[config.mk]
export PLATFORM = sky130hd
export DESIGN_NAME = modular_exponentiation
export DESIGN_NICKNAME = d
export VERILOG_FILES = /design/src/rtl/mexp_pkg.sv /design/src/rtl/modular_exponentiation.sv /design/src/rtl/mexp_mulmod.sv
export SDC_FILE = /design/constraint.sdc
export NUM_CORES = 1
export LEC_CHECK = 0
export BUFFER_PORTS_ARGS = -buffer_cell sky130_fd_sc_hd__buf_2
export CORE_ASPECT_RATIO = 2
export CORE_UTILIZATION = 29
export CTS_CLUSTER_DIAMETER = 40
export DETAILED_ROUTE_END_ITERATION = 10
export HOLD_SLACK_MARGIN = 0.03
export PLACE_DENSITY = 0.43
export SLEW_MARGIN = 20
export SYNTH_ARGS = -nofsm -noshare
export SYNTH_HDL_FRONTEND = slang
export SYNTH_SLANG_ARGS = --single-unit
[constraint.sdc]
create_clock -name i_clk -period 21.2 [get_ports i_clk]
set_clock_uncertainty 0.15 [all_clocks]
set_input_delay 1.06 -clock i_clk [delete_from_list [all_inputs] [get_ports i_clk]]
set_output_delay 1.06 -clock i_clk [all_outputs]
set_load 0.03 [all_outputs]
[src/rtl/mexp_pkg.sv]
`timescale 1ns / 1ps

package mexp_pkg;

    localparam int IN_W   = 63;
    localparam int CNT_W  = 6;
    localparam int DATA_W = 32;
    localparam int ADDR_W = 2;

    localparam logic [DATA_W-1:0] MOD_RESET      = 32'd1000000007;
    localparam logic [ADDR_W-1:0] REG_MODULUS_AD = 2'd0;

    typedef enum logic [2:0] {
        S_IDLE,
        S_REDUCE,
        S_BASE_DONE,
        S_SQUARE,
        S_SQ_DONE,
        S_MULT,
        S_MUL_DONE,
        S_FINISH
    } t_state;

    typedef struct packed {
        logic clear;
        logic step;
    } t_mm_ctl;

endpackage

[src/rtl/modular_exponentiation.sv]
`timescale 1ns / 1ps

// base^exponent mod modulus by left-to-right square-and-multiply. the base is
// first reduced one bit per cycle, then each of the 63 exponent bits costs a
// squaring and, for a set bit, a multiply, each done by the bit-serial modular
// multiply-add in mexp_mulmod at one multiplier bit per cycle, followed by a
// turnaround state. an exponent of zero returns exactly 1.
// one item is worked on at a time; the result sits in an output register so
// the next item is taken while it waits. a modulus of zero acts as
// 2^MODULUS_BITS; change the modulus only with no item in flight.
module modular_exponentiation #(
    parameter int MODULUS_BITS = 32
) (
    input  logic                            i_clk,
    input  logic                            i_rst_n,
    input  logic                            i_valid,
    output logic                            o_ready,
    input  logic [mexp_pkg::IN_W-1:0]       i_base_value,
    input  logic [mexp_pkg::IN_W-1:0]       i_exponent,
    output logic                            o_valid,
    input  logic                            i_ready,
    output logic [mexp_pkg::DATA_W-1:0]     o_power_result,
    input  logic                            i_psel,
    input  logic                            i_penable,
    input  logic                            i_pwrite,
    input  logic [mexp_pkg::ADDR_W-1:0]     i_paddr,
    input  logic [mexp_pkg::DATA_W-1:0]     i_pwdata,
    output logic [mexp_pkg::DATA_W-1:0]     o_prdata,
    output logic                            o_pready
);
    import mexp_pkg::*;

    localparam int N = MODULUS_BITS;

    t_state                r_state, n_state;
    logic [DATA_W-1:0]     r_modulus;
    logic [IN_W-1:0]       r_src, n_src;
    logic [IN_W-1:0]       r_exp, n_exp;
    logic [N-1:0]          r_mplr, n_mplr;
    logic [N-1:0]          r_res, n_res;
    logic [N-1:0]          r_base, n_base;
    logic [CNT_W-1:0]      r_cnt, n_cnt;
    logic [CNT_W-1:0]      r_bit, n_bit;
    logic [N-1:0]          r_out, n_out;
    logic                  r_out_valid, n_out_valid;

    logic [N:0]            w_mod_eff;
    logic [N-1:0]          w_addend;
    logic [N-1:0]          w_acc;
    t_mm_ctl               w_ctl;
    logic                  w_wr;

    assign w_mod_eff = {(r_modulus[N-1:0] == '0), r_modulus[N-1:0]};

    mexp_mulmod #(
        .MODULUS_BITS(MODULUS_BITS)
    ) u_mulmod (
        .i_clk    (i_clk),
        .i_rst_n  (i_rst_n),
        .i_ctl    (w_ctl),
        .i_modulus(w_mod_eff),
        .i_addend (w_addend),
        .o_acc    (w_acc)
    );

    // config port
    assign w_wr     = i_psel && i_penable && i_pwrite && (i_paddr == REG_MODULUS_AD);
    assign o_pready = 1'b1;
    assign o_prdata = (i_paddr == REG_MODULUS_AD) ? r_modulus : '0;

    always_ff @(posedge i_clk) begin
        if (!i_rst_n) begin
            r_modulus <= MOD_RESET;
        end else if (w_wr) begin
            r_modulus <= i_pwdata;
        end
    end

    always_comb begin
        n_state     = r_state;
        n_src       = r_src;
        n_exp       = r_exp;
        n_mplr      = r_mplr;
        n_res       = r_res;
        n_base      = r_base;
        n_cnt       = r_cnt;
        n_bit       = r_bit;
        n_out       = r_out;
        n_out_valid = r_out_valid && !i_ready;
        w_ctl       = '0;
        w_addend    = '0;
        unique case (r_state)
            S_IDLE: begin
                if (i_valid) begin
                    n_res = N'(1);
                    if (i_exponent == '0) begin
                        n_state = S_FINISH;
                    end else begin
                        n_src       = i_base_value;
                        n_exp       = i_exponent;
                        n_cnt       = '0;
                        n_bit       = '0;
                        w_ctl.clear = 1'b1;
                        n_state     = S_REDUCE;
                    end
                end
            end
            S_REDUCE: begin
                w_addend   = N'(r_src[IN_W-1]);
                w_ctl.step = 1'b1;
                n_src      = {r_src[IN_W-2:0], 1'b0};
                n_cnt      = r_cnt + 1'b1;
                if (r_cnt == CNT_W'(IN_W - 1)) begin
                    n_state = S_BASE_DONE;
                end
            end
            S_BASE_DONE: begin
                n_base      = w_acc;
                n_mplr      = r_res;
                n_cnt       = '0;
                w_ctl.clear = 1'b1;
                n_state     = S_SQUARE;
            end
            S_SQUARE: begin
                w_addend   = r_mplr[N-1] ? r_res : '0;
                w_ctl.step = 1'b1;
                n_mplr     = {r_mplr[N-2:0], 1'b0};
                n_cnt      = r_cnt + 1'b1;
                if (r_cnt == CNT_W'(N - 1)) begin
                    n_state = S_SQ_DONE;
                end
            end
            S_SQ_DONE: begin
                n_res       = w_acc;
                n_cnt       = '0;
                w_ctl.clear = 1'b1;
                if (r_exp[IN_W-1]) begin
                    n_mplr  = r_base;
                    n_state = S_MULT;
                end else begin
                    n_exp  = {r_exp[IN_W-2:0], 1'b0};
                    n_bit  = r_bit + 1'b1;
                    n_mplr = w_acc;
                    if (r_bit == CNT_W'(IN_W - 1)) begin
                        n_state = S_FINISH;
                    end else begin
                        n_state = S_SQUARE;
                    end
                end
            end
            S_MULT: begin
                w_addend   = r_mplr[N-1] ? r_res : '0;
                w_ctl.step = 1'b1;
                n_mplr     = {r_mplr[N-2:0], 1'b0};
                n_cnt      = r_cnt + 1'b1;
                if (r_cnt == CNT_W'(N - 1)) begin
                    n_state = S_MUL_DONE;
                end
            end
            S_MUL_DONE: begin
                n_res       = w_acc;
                n_cnt       = '0;
                w_ctl.clear = 1'b1;
                n_exp       = {r_exp[IN_W-2:0], 1'b0};
                n_bit       = r_bit + 1'b1;
                n_mplr      = w_acc;
                if (r_bit == CNT_W'(IN_W - 1)) begin
                    n_state = S_FINISH;
                end else begin
                    n_state = S_SQUARE;
                end
            end
            S_FINISH: begin
                if (!r_out_valid || i_ready) begin
                    n_out       = r_res;
                    n_out_valid = 1'b1;
                    n_state     = S_IDLE;
                end
            end
            default: begin
                n_state = S_IDLE;
            end
        endcase
    end

    always_ff @(posedge i_clk) begin
        if (!i_rst_n) begin
            r_state     <= S_IDLE;
            r_out_valid <= 1'b0;
        end else begin
            r_state     <= n_state;
            r_out_valid <= n_out_valid;
        end
    end

    always_ff @(posedge i_clk) begin
        r_src  <= n_src;
        r_exp  <= n_exp;
        r_mplr <= n_mplr;
        r_res  <= n_res;
        r_base <= n_base;
        r_cnt  <= n_cnt;
        r_bit  <= n_bit;
        r_out  <= n_out;
    end

    assign o_ready        = (r_state == S_IDLE);
    assign o_valid        = r_out_valid;
    assign o_power_result = DATA_W'(r_out);

    a_result_range: assert property (@(posedge i_clk) disable iff (!i_rst_n)
        r_out_valid |-> ((N + 1)'(r_out) < w_mod_eff) || (r_out == N'(1)))
        else $error("result not reduced");

    a_mult_on_set_bit: assert property (@(posedge i_clk) disable iff (!i_rst_n)
        (r_state == S_MULT) |-> r_exp[IN_W-1])
        else $error("multiply on clear exponent bit");

    a_busy_after_accept: assert property (@(posedge i_clk) disable iff (!i_rst_n)
        i_valid && o_ready |=> !o_ready)
        else $error("item taken while busy");

endmodule

[src/rtl/mexp_mulmod.sv]
`timescale 1ns / 1ps

module mexp_mulmod #(
    parameter int MODULUS_BITS = 32
) (
    input  logic                    i_clk,
    input  logic                    i_rst_n,
    input  mexp_pkg::t_mm_ctl       i_ctl,
    input  logic [MODULUS_BITS:0]   i_modulus,
    input  logic [MODULUS_BITS-1:0] i_addend,
    output logic [MODULUS_BITS-1:0] o_acc
);
    import mexp_pkg::*;

    localparam int W = MODULUS_BITS + 2;

    logic [MODULUS_BITS-1:0] r_acc;
    logic [MODULUS_BITS-1:0] n_acc;
    logic [W-1:0]            w_sum;
    logic [W-1:0]            w_m1;
    logic [W-1:0]            w_m2;
    logic [W-1:0]            w_red;

    // acc <- (2*acc + addend) mod m, sum stays below 3m
    assign w_sum = W'({r_acc, 1'b0}) + W'(i_addend);
    assign w_m1  = W'(i_modulus);
    assign w_m2  = {i_modulus, 1'b0};

    always_comb begin
        if (w_sum >= w_m2) begin
            w_red = w_sum - w_m2;
        end else if (w_sum >= w_m1) begin
            w_red = w_sum - w_m1;
        end else begin
            w_red = w_sum;
        end
        if (i_ctl.clear) begin
            n_acc = '0;
        end else if (i_ctl.step) begin
            n_acc = w_red[MODULUS_BITS-1:0];
        end else begin
            n_acc = r_acc;
        end
    end

    always_ff @(posedge i_clk) begin
        if (!i_rst_n) begin
            r_acc <= '0;
        end else begin
            r_acc <= n_acc;
        end
    end

    assign o_acc = r_acc;

    a_acc_reduced: assert property (@(posedge i_clk) disable iff (!i_rst_n)
        i_ctl.step && !i_ctl.clear |=> W'(r_acc) < W'(i_modulus))
        else $error("accumulator not reduced");

    a_clear_zero: assert property (@(posedge i_clk) disable iff (!i_rst_n)
        i_ctl.clear |=> r_acc == '0)
        else $error("accumulator not cleared");

endmodule

==> results of run 1 <==
-- logic make-up after synthesis --
| kind of cell | Yosys count | synth area share [%] |
|---|---|---|
| AND/OR/NAND/NOR | 522 | 13.25 |
| flip-flops | 334 | 48.90 |
| multiplexers | 88 | 5.124 |
| XOR/XNOR | 90 | 4.123 |
| other | 1 | 0.01961 |
| buffers and inverters | 152 | 3.128 |
| AO/OA/AOI/OAI | 519 | 18.53 |
| adder cells (fa/ha/maj) | 104 | 6.924 |
-- area by class of cell --
type                       instances  area share (%)
sequential                       334           41.43
multi-input combinational       1324           41.04
timing repair buffer             253           5.917
clock buffer                      49           4.863
tap                              871           4.830
clock inverter                    23          0.9815
inverter                          55          0.9149
antenna                            2         0.02218
-- worst max path at each step --
stage	from	cells after the start	slack, ns	end
2_1_floorplan	i_exponent[47]	7	13.84	r_bit[0]$_SDFFCE_PP0P_
3_3_place_gp	r_state[0]$_SDFFE_PN0P_	27	13.06	u_mulmod.o_acc[0]$_SDFFE_PP0P_
3_5_place_dp	r_state[0]$_SDFFE_PN0P_	27	12.96	u_mulmod.o_acc[0]$_SDFFE_PP0P_
4_1_cts	r_state[0]$_SDFFE_PN0P_	27	12.90	u_mulmod.o_acc[0]$_SDFFE_PP0P_
5_1_grt	r_state[0]$_SDFFE_PN0P_	27	12.48	u_mulmod.o_acc[0]$_SDFFE_PP0P_
6_report	r_state[0]$_SDFFE_PN0P_	27	12.91	u_mulmod.o_acc[0]$_SDFFE_PP0P_
-- per-stage QoR --
step	instance area [sq um]	setup slack (ns)	util [%]	power, mW
finish	22560	12.91	34.76	2.937
global placement	21220	13.06	32.69	2.250
global route	22560	12.48	34.76	3.111
floorplan	19120	13.84	-	1.902
CTS	22540	12.90	34.72	2.972
detailed placement	21220	12.96	32.69	2.255
-- layout by cell type (no fill, tap or decap), types with 13 or more instances in the layout --
master	count
a211oi_1	13
a21boi_0	18
a21o_1	37
a21oi_1	157
a221o_1	31
a22o_1	62
and2_1	39
and3_1	43
buf_2	232
buf_4	19
clkbuf_16	42
dfxtp_1	68
edfxtp_1	266
ha_1	101
inv_1	55
mux2_1	15
mux2_2	64
nand2_1	169
nand2b_1	14
nand3_1	34
nand4_1	24
nor2_1	86
nor3_1	46
nor4_1	29
o211ai_1	24
o21a_1	21
o21ai_0	73
xnor2_1	54
xor2_1	36
-- power groups by stage --
stage | Combinational (mW) | Clock (mW) | Sequential [mW]
after CTS | 1.12 | 0.721 | 1.13
after global placement | 1.11 | 0 | 1.14
after floorplan | 0.810 | 0 | 1.09
after detailed placement | 1.12 | 0 | 1.14
after global routing | 1.22 | 0.737 | 1.15
final | 1.11 | 0.698 | 1.12
-- per-layer routing --
| metal | routed length (um) | global-route usage, % |
|---|---|---|
| met5 | 46 | 0 |
| met4 | 2890 | 8.971 |
| met3 | 3458 | 3.817 |
| met2 | 32210 | 34.20 |
| met1 | 23620 | 19.85 |
-- cell usage after synthesis, types with 4 or more instances --
cell type / instances
nor2_1: 92
or2_2: 5
nor2b_1: 13
a21o_1: 37
o21ai_1: 7
a31oi_1: 10
xnor2_1: 54
mux2_2: 64
a221o_1: 31
and2_1: 39
edfxtp_1: 266
nor3_1: 48
o21ai_0: 73
o221ai_1: 8
dfxtp_1: 68
a21boi_0: 19
and3_1: 43
xor2_1: 36
inv_1: 55
nand2b_1: 14
nand2_1: 170
or3_1: 4
a31o_2: 5
nand3_1: 34
nor4_1: 29
a211oi_1: 14
o31ai_1: 6
ha_1: 101
o21a_1: 21
a211o_1: 4
a21oi_1: 158
a22o_1: 62
mux2_1: 15
o21bai_1: 5
o211ai_1: 24
clkbuf_1: 89
a221oi_1: 4
nand4_1: 24
mux2i_1: 9
-- registers in the layout, summed over array words and instances, names as in the netlist, 32 cells and up --
| signal | flops |
|---|---|
| r_exp | 63 |
| r_src | 63 |
| o_power_result | 32 |
| r_base | 32 |
| r_modulus | 32 |
| r_mplr | 32 |
| r_res | 32 |
| u_mulmod.o_acc | 32 |
-- worst min-delay path: stages, from the launching register on --
cell and delay, ns:
dfxtp_1 0.32, nand2_1 0.05, a21boi_0 0.06
==> results.sh, run 1 <==
export IMPL_status="completed"
export IMPL_regArea_sq_um=9349
export IMPL_holdPathEnd="r_modulus[10]$_SDFFE_PN0P_"
export IMPL_drt_iter0_markers=654
export IMPL_ctsHoldBuffers=0
export IMPL_synth_seq_cells=334
export IMPL_vias=15087
export IMPL_grt_ovfl_total=0
export IMPL_async_reset_ff_share_pct=0
export IMPL_ys_seq_area_share_pct=48.90
export IMPL_path_class="flip-flop to flip-flop"
export IMPL_yosysTopAreaCell="edfxtp_1"
export IMPL_regToRegStartpoint="r_state[0]$_SDFFE_PN0P_"
export IMPL_timing_final_crit_share_pct=39.12
export IMPL_arrival_ns=8.62
export IMPL_cts_made_buffers=39
export IMPL_cpPeakStageDelay_ns=0.75
export IMPL_antenna_found_initial=7
export IMPL_synth_avg_cell_area_sq_um=10.56
export IMPL_worstHoldStart="r_modulus[10]$_SDFFE_PN0P_"
export IMPL_dp_cells=2836
export IMPL_max_clock_path_buffers=3
export IMPL_ir_worst_vdd_uv=84.06
export IMPL_max_slew_margin_pct=30.81
export IMPL_core_rowCount=132
export IMPL_drtPass1Iterations=5
export IMPL_min_period_ns=8.293
export IMPL_cts_sinks=334
export IMPL_p_comb_share_pct=38.0
export IMPL_routedWlPerCell_um=21.38
export IMPL_htreeDepth=2
export IMPL_ys_top_cells_by_area="edfxtp_1 42%, dfxtp_1 7.1%, ha_1 6.6%"
export IMPL_clk_latency_ns=0.57
export IMPL_synth_edf_count=266
export IMPL_hold_viol_final=0
export IMPL_drive_gt1_share_pct=20.07
export IMPL_drv_slew=0
export IMPL_multi_input_area_sq_um=9260
export IMPL_start_kind="flip-flop"
export IMPL_cp_required_ns=21.53
export IMPL_timing_hold_ws_ns=0.3359
export IMPL_maxCapViolations=0
export IMPL_seqPwrFrac_pct=38.3
export IMPL_grt_pass1_vias=15720
export IMPL_crit_family="simple AND/OR/NAND/NOR gates"
export IMPL_cts_tree="yes"
export IMPL_post_cts_buffers=0
export IMPL_ioPinCount=234
export IMPL_reg2reg_to="u_mulmod.o_acc[0]$_SDFFE_PP0P_"
export IMPL_syn_to_final_growth_pct=18.02
export IMPL_die_area_sq_um=67020
export IMPL_synthFlopType="edfxtp_1"
export IMPL_vias_per_cell=5.183
export IMPL_start_util_pct=29.45
export IMPL_track_usage_pct=18.54
export IMPL_ctsResizeCount=0
export IMPL_p_int_mw=1.812
export IMPL_cp_num_buf_inv=2
export IMPL_fin_nets=2278
export IMPL_hold_path_class="flip-flop to flip-flop"
export IMPL_syn_area_sq_um=19120
export IMPL_power_switching_mw=1.126
export IMPL_drt_total_wl_um=62230
export IMPL_hpwl_um=47450
export IMPL_syn_inst=1810
export IMPL_grt_first_pass_wirelength_um=94390
export IMPL_setup_viol=0
export IMPL_tns_ns=0
export IMPL_swShare_pct=38.32
export IMPL_grt_max_degree=101
export IMPL_crit_path_end_kind="flip-flop"
export IMPL_rsz0062_at_grt="no"
export IMPL_min_path_cells=2
export IMPL_die_h_um=365.1
export IMPL_slowest_stage="dfxtp_1"
export IMPL_synth_cell_types=70
export IMPL_drc=0
export IMPL_r2r_slack_ns=12.91
export IMPL_fmax_mhz=120.6
export IMPL_cts_root_buf="clkbuf_16"
export IMPL_tightest_slew_ns=1.038
export IMPL_fillers=6572
export IMPL_syn_nets=2081
export IMPL_clkPwrFrac_pct=23.8
export IMPL_core_area_sq_um=64910
export IMPL_power_density_nw_per_um2=130.2
export IMPL_ff2ff_path_depth=27
export IMPL_chipWidth_um=183.6
export IMPL_yosys_warnings=0
export IMPL_ant_nets=0
export IMPL_leakage_nw=9.000
export IMPL_cts_clk_slew_worst_paths_ns=0.06
export IMPL_gp_congestion=0.9599
export IMPL_yosysTopAreaCellShare_pct=41.78
export IMPL_port_buffers=232
export IMPL_crit_fanout=67
export IMPL_stdcell_count=2911
Power figures use the tool's default switching activity.
==> run 2: changes to the inputs <==
- ABC_AREA: unset -> 1
- PLACE_DENSITY: 0.43 -> 0.44
- clock period: 21.2 -> 6.8 ns (I/O delays scaled with it)
==> results.sh, run 2 <==
export IMPL_status="completed"
export IMPL_routedWlPerCell_um=19.97
export IMPL_start_util_pct=29.39
export IMPL_fmax_mhz=171.1
export IMPL_cp_required_ns=7.12
export IMPL_ctsResizeCount=0
export IMPL_syn_inst=2937
export IMPL_grt_max_degree=81
export IMPL_cts_sinks=334
export IMPL_crit_top_cell="nand2_1"
export IMPL_yosys_warnings=0
export IMPL_htreeDepth=2
export IMPL_grt_first_pass_wirelength_um=128000
export IMPL_cts_root_buf="clkbuf_16"
export IMPL_synth_avg_cell_area_sq_um=7.415
export IMPL_crit_start="r_state[1]$_SDFFE_PN0P_"
export IMPL_max_slew_margin_pct=30.64
export IMPL_drive_gt1_share_pct=12.99
export IMPL_ctsHoldBuffers=160
export IMPL_gp_congestion=0.9686
export IMPL_yosysMostFrequentCell="nand2_1"
export IMPL_grt_pass1_vias=21742
export IMPL_min_period_ns=5.844
export IMPL_crit_path_end_kind="flip-flop"
export IMPL_antenna_found_initial=0
export IMPL_crit_fanout=16
export IMPL_drt_total_wl_um=86050
export IMPL_post_cts_buffers=0
export IMPL_ir_worst_vdd_uv=215.6
export IMPL_tns_ns=0
export IMPL_die_area_sq_um=76260
export IMPL_antenna_cells=0
export IMPL_drtPass1Iterations=7
export IMPL_drt_iter0_markers=1234
export IMPL_slowest_stage="nor2_1"
export IMPL_hpwl_um=68790
export IMPL_chipWidth_um=195.8
export IMPL_timing_final_crit_share_pct=85.94
export IMPL_synth_edf_count=266
export IMPL_cts_tree="yes"
export IMPL_vias=20990
export IMPL_rsz0062_at_grt="no"
export IMPL_final_util_pct=36.87
export IMPL_core_area_sq_um=74100
export IMPL_ff2ff_path_depth=33
export IMPL_async_reset_ff_share_pct=0
export IMPL_stdcell_count=4309
export IMPL_port_buffers=232
export IMPL_syn_nets=3208
export IMPL_reg_largest_list="r_exp x63, r_src x63"
export IMPL_syn_area_sq_um=21780
export IMPL_ys_seq_area_share_pct=42.93
export IMPL_drv_slew=0
export IMPL_synthFlopType="edfxtp_1"
export IMPL_yosysTopAreaCellShare_pct=36.68
export IMPL_ioPinCount=234
export IMPL_leakage_nw=12.92
export IMPL_power_density_nw_per_um2=399.6
export IMPL_regToRegStartpoint="r_state[1]$_SDFFE_PN0P_"
export IMPL_cts_clk_slew_worst_paths_ns=0.06
export IMPL_clk_latency_ns=0.60
export IMPL_reg2reg_to="u_mulmod.o_acc[28]$_SDFFE_PP0P_"
export IMPL_max_clock_path_buffers=3
export IMPL_final_common_cell="nand2_1"
export IMPL_synth_seq_cells=334
export IMPL_path_class="flip-flop to flip-flop"
export IMPL_grt_ovfl_total=0
export IMPL_hold_viol_final=0
export IMPL_fin_nets=3619
export IMPL_drc=0
export IMPL_vias_per_cell=4.871
export IMPL_synth_cell_types=49
export IMPL_track_usage_pct=22.41
export IMPL_hold_path_class="input pin to flip-flop"
export IMPL_r2r_slack_ns=0.96
export IMPL_maxCapViolations=0
export IMPL_syn_to_final_growth_pct=25.43
export IMPL_start_kind="flip-flop"
export IMPL_ant_nets=0
export IMPL_dp_cells=4075
export IMPL_cp_endpoint="u_mulmod.o_acc[28]$_SDFFE_PP0P_"
export IMPL_die_h_um=389.6
export IMPL_arrival_ns=6.17
export IMPL_synth_commonest_cells="974 x nand2_1, 404 x inv_1, 295 x nor2_1"
export IMPL_cts_made_buffers=40
export IMPL_tightest_slew_ns=1.039
export IMPL_core_rowCount=141
export IMPL_ys_top_cells_by_area="edfxtp_1 37%, nand2_1 17%, inv_1 7.0%"
export IMPL_cpPeakStageDelay_ns=0.54
export IMPL_setup_viol=0
export IMPL_yosysTopAreaCell="edfxtp_1"
export IMPL_layout_common_cells="972 x nand2_1, 403 x inv_1, 291 x nor2_1"
## run 2: through the flow
stage | setup WS (ns) | power, mW | area (sq um) | hold slack (ns)
final | 0.9559 | 10.92 | 27320 | 0.1840
after CTS | 0.9426 | 11.04 | 27320 | 0.1600
after detailed placement | 0.9918 | 8.542 | 24290 | 0.2885
after global routing | 0.5896 | 11.63 | 27320 | 0.2086
after floorplan | 0.1271 | 6.684 | 21780 | 0.2764
after global placement | 0.9905 | 8.513 | 24290 | 0.2913
## run 2: worst max-delay path, delay by kind of cell, from the launching register on
family	cells	cell delay, ns
AOI/OAI and AO/OA	2	0.28
DFF	1	0.41
buffers and inverters	6	0.80
and+or+nand+nor	22	3.03
adders and majority gates	3	1.02
## run 2: cell type report
class	count	area, sq um
sequential	334	9349
multi-input combinational	2093	10500
inverter	424	1593
clock inverter	27	379.1
timing repair buffer	455	3286
fill	7886	46780
tap	929	1162
clock buffer	47	1047
## run 2: where the power goes
group / internal [mW] / switching [mW] / leakage, nW / total, mW
logic: 1.50 / 3.45 / 9.12 / 4.95
clock network: 1.39 / 0.967 / 0.685 / 2.36
registers: 3.28 / 0.335 / 3.12 / 3.61
## run 2: per-layer routing
layer / wire [um] / vias up / global-route usage [%]
met1: 29830 / 9729 / 21.50
met5: 0 / - / 0
met3: 2888 / 226 / 2.280
met2: 46690 / 642 / 43.95
met4: 6640 / 0 / 15.71
li1: - / 10393 / -
## run 2: how the worst min path moves through the flow
stage               cells after the start                            to  slack [ns]                     from
floorplan                               0  o_power_result[10]$_DFFE_PP_        0.28  r_res[10]$_SDFFCE_PP0P_
global placement                        0   o_power_result[9]$_DFFE_PP_        0.29   r_res[9]$_SDFFCE_PP0P_
detailed placement                      0  o_power_result[22]$_DFFE_PP_        0.29  r_res[22]$_SDFFCE_PP0P_
CTS                                     4     r_modulus[3]$_SDFFE_PN0P_        0.16                i_penable
global route                            4    r_modulus[12]$_SDFFE_PN0P_        0.21                i_penable
finish                                  4    r_modulus[12]$_SDFFE_PN0P_        0.18                i_penable
## run 2: kinds of logic after synthesis
group	share of synthesized area (%)
buf+inv	9.066
other cells	0.01722
simple gates	29.96
xor+xnor	1.971
compound gates	9.985
flops	42.93
fa+ha+maj	6.078
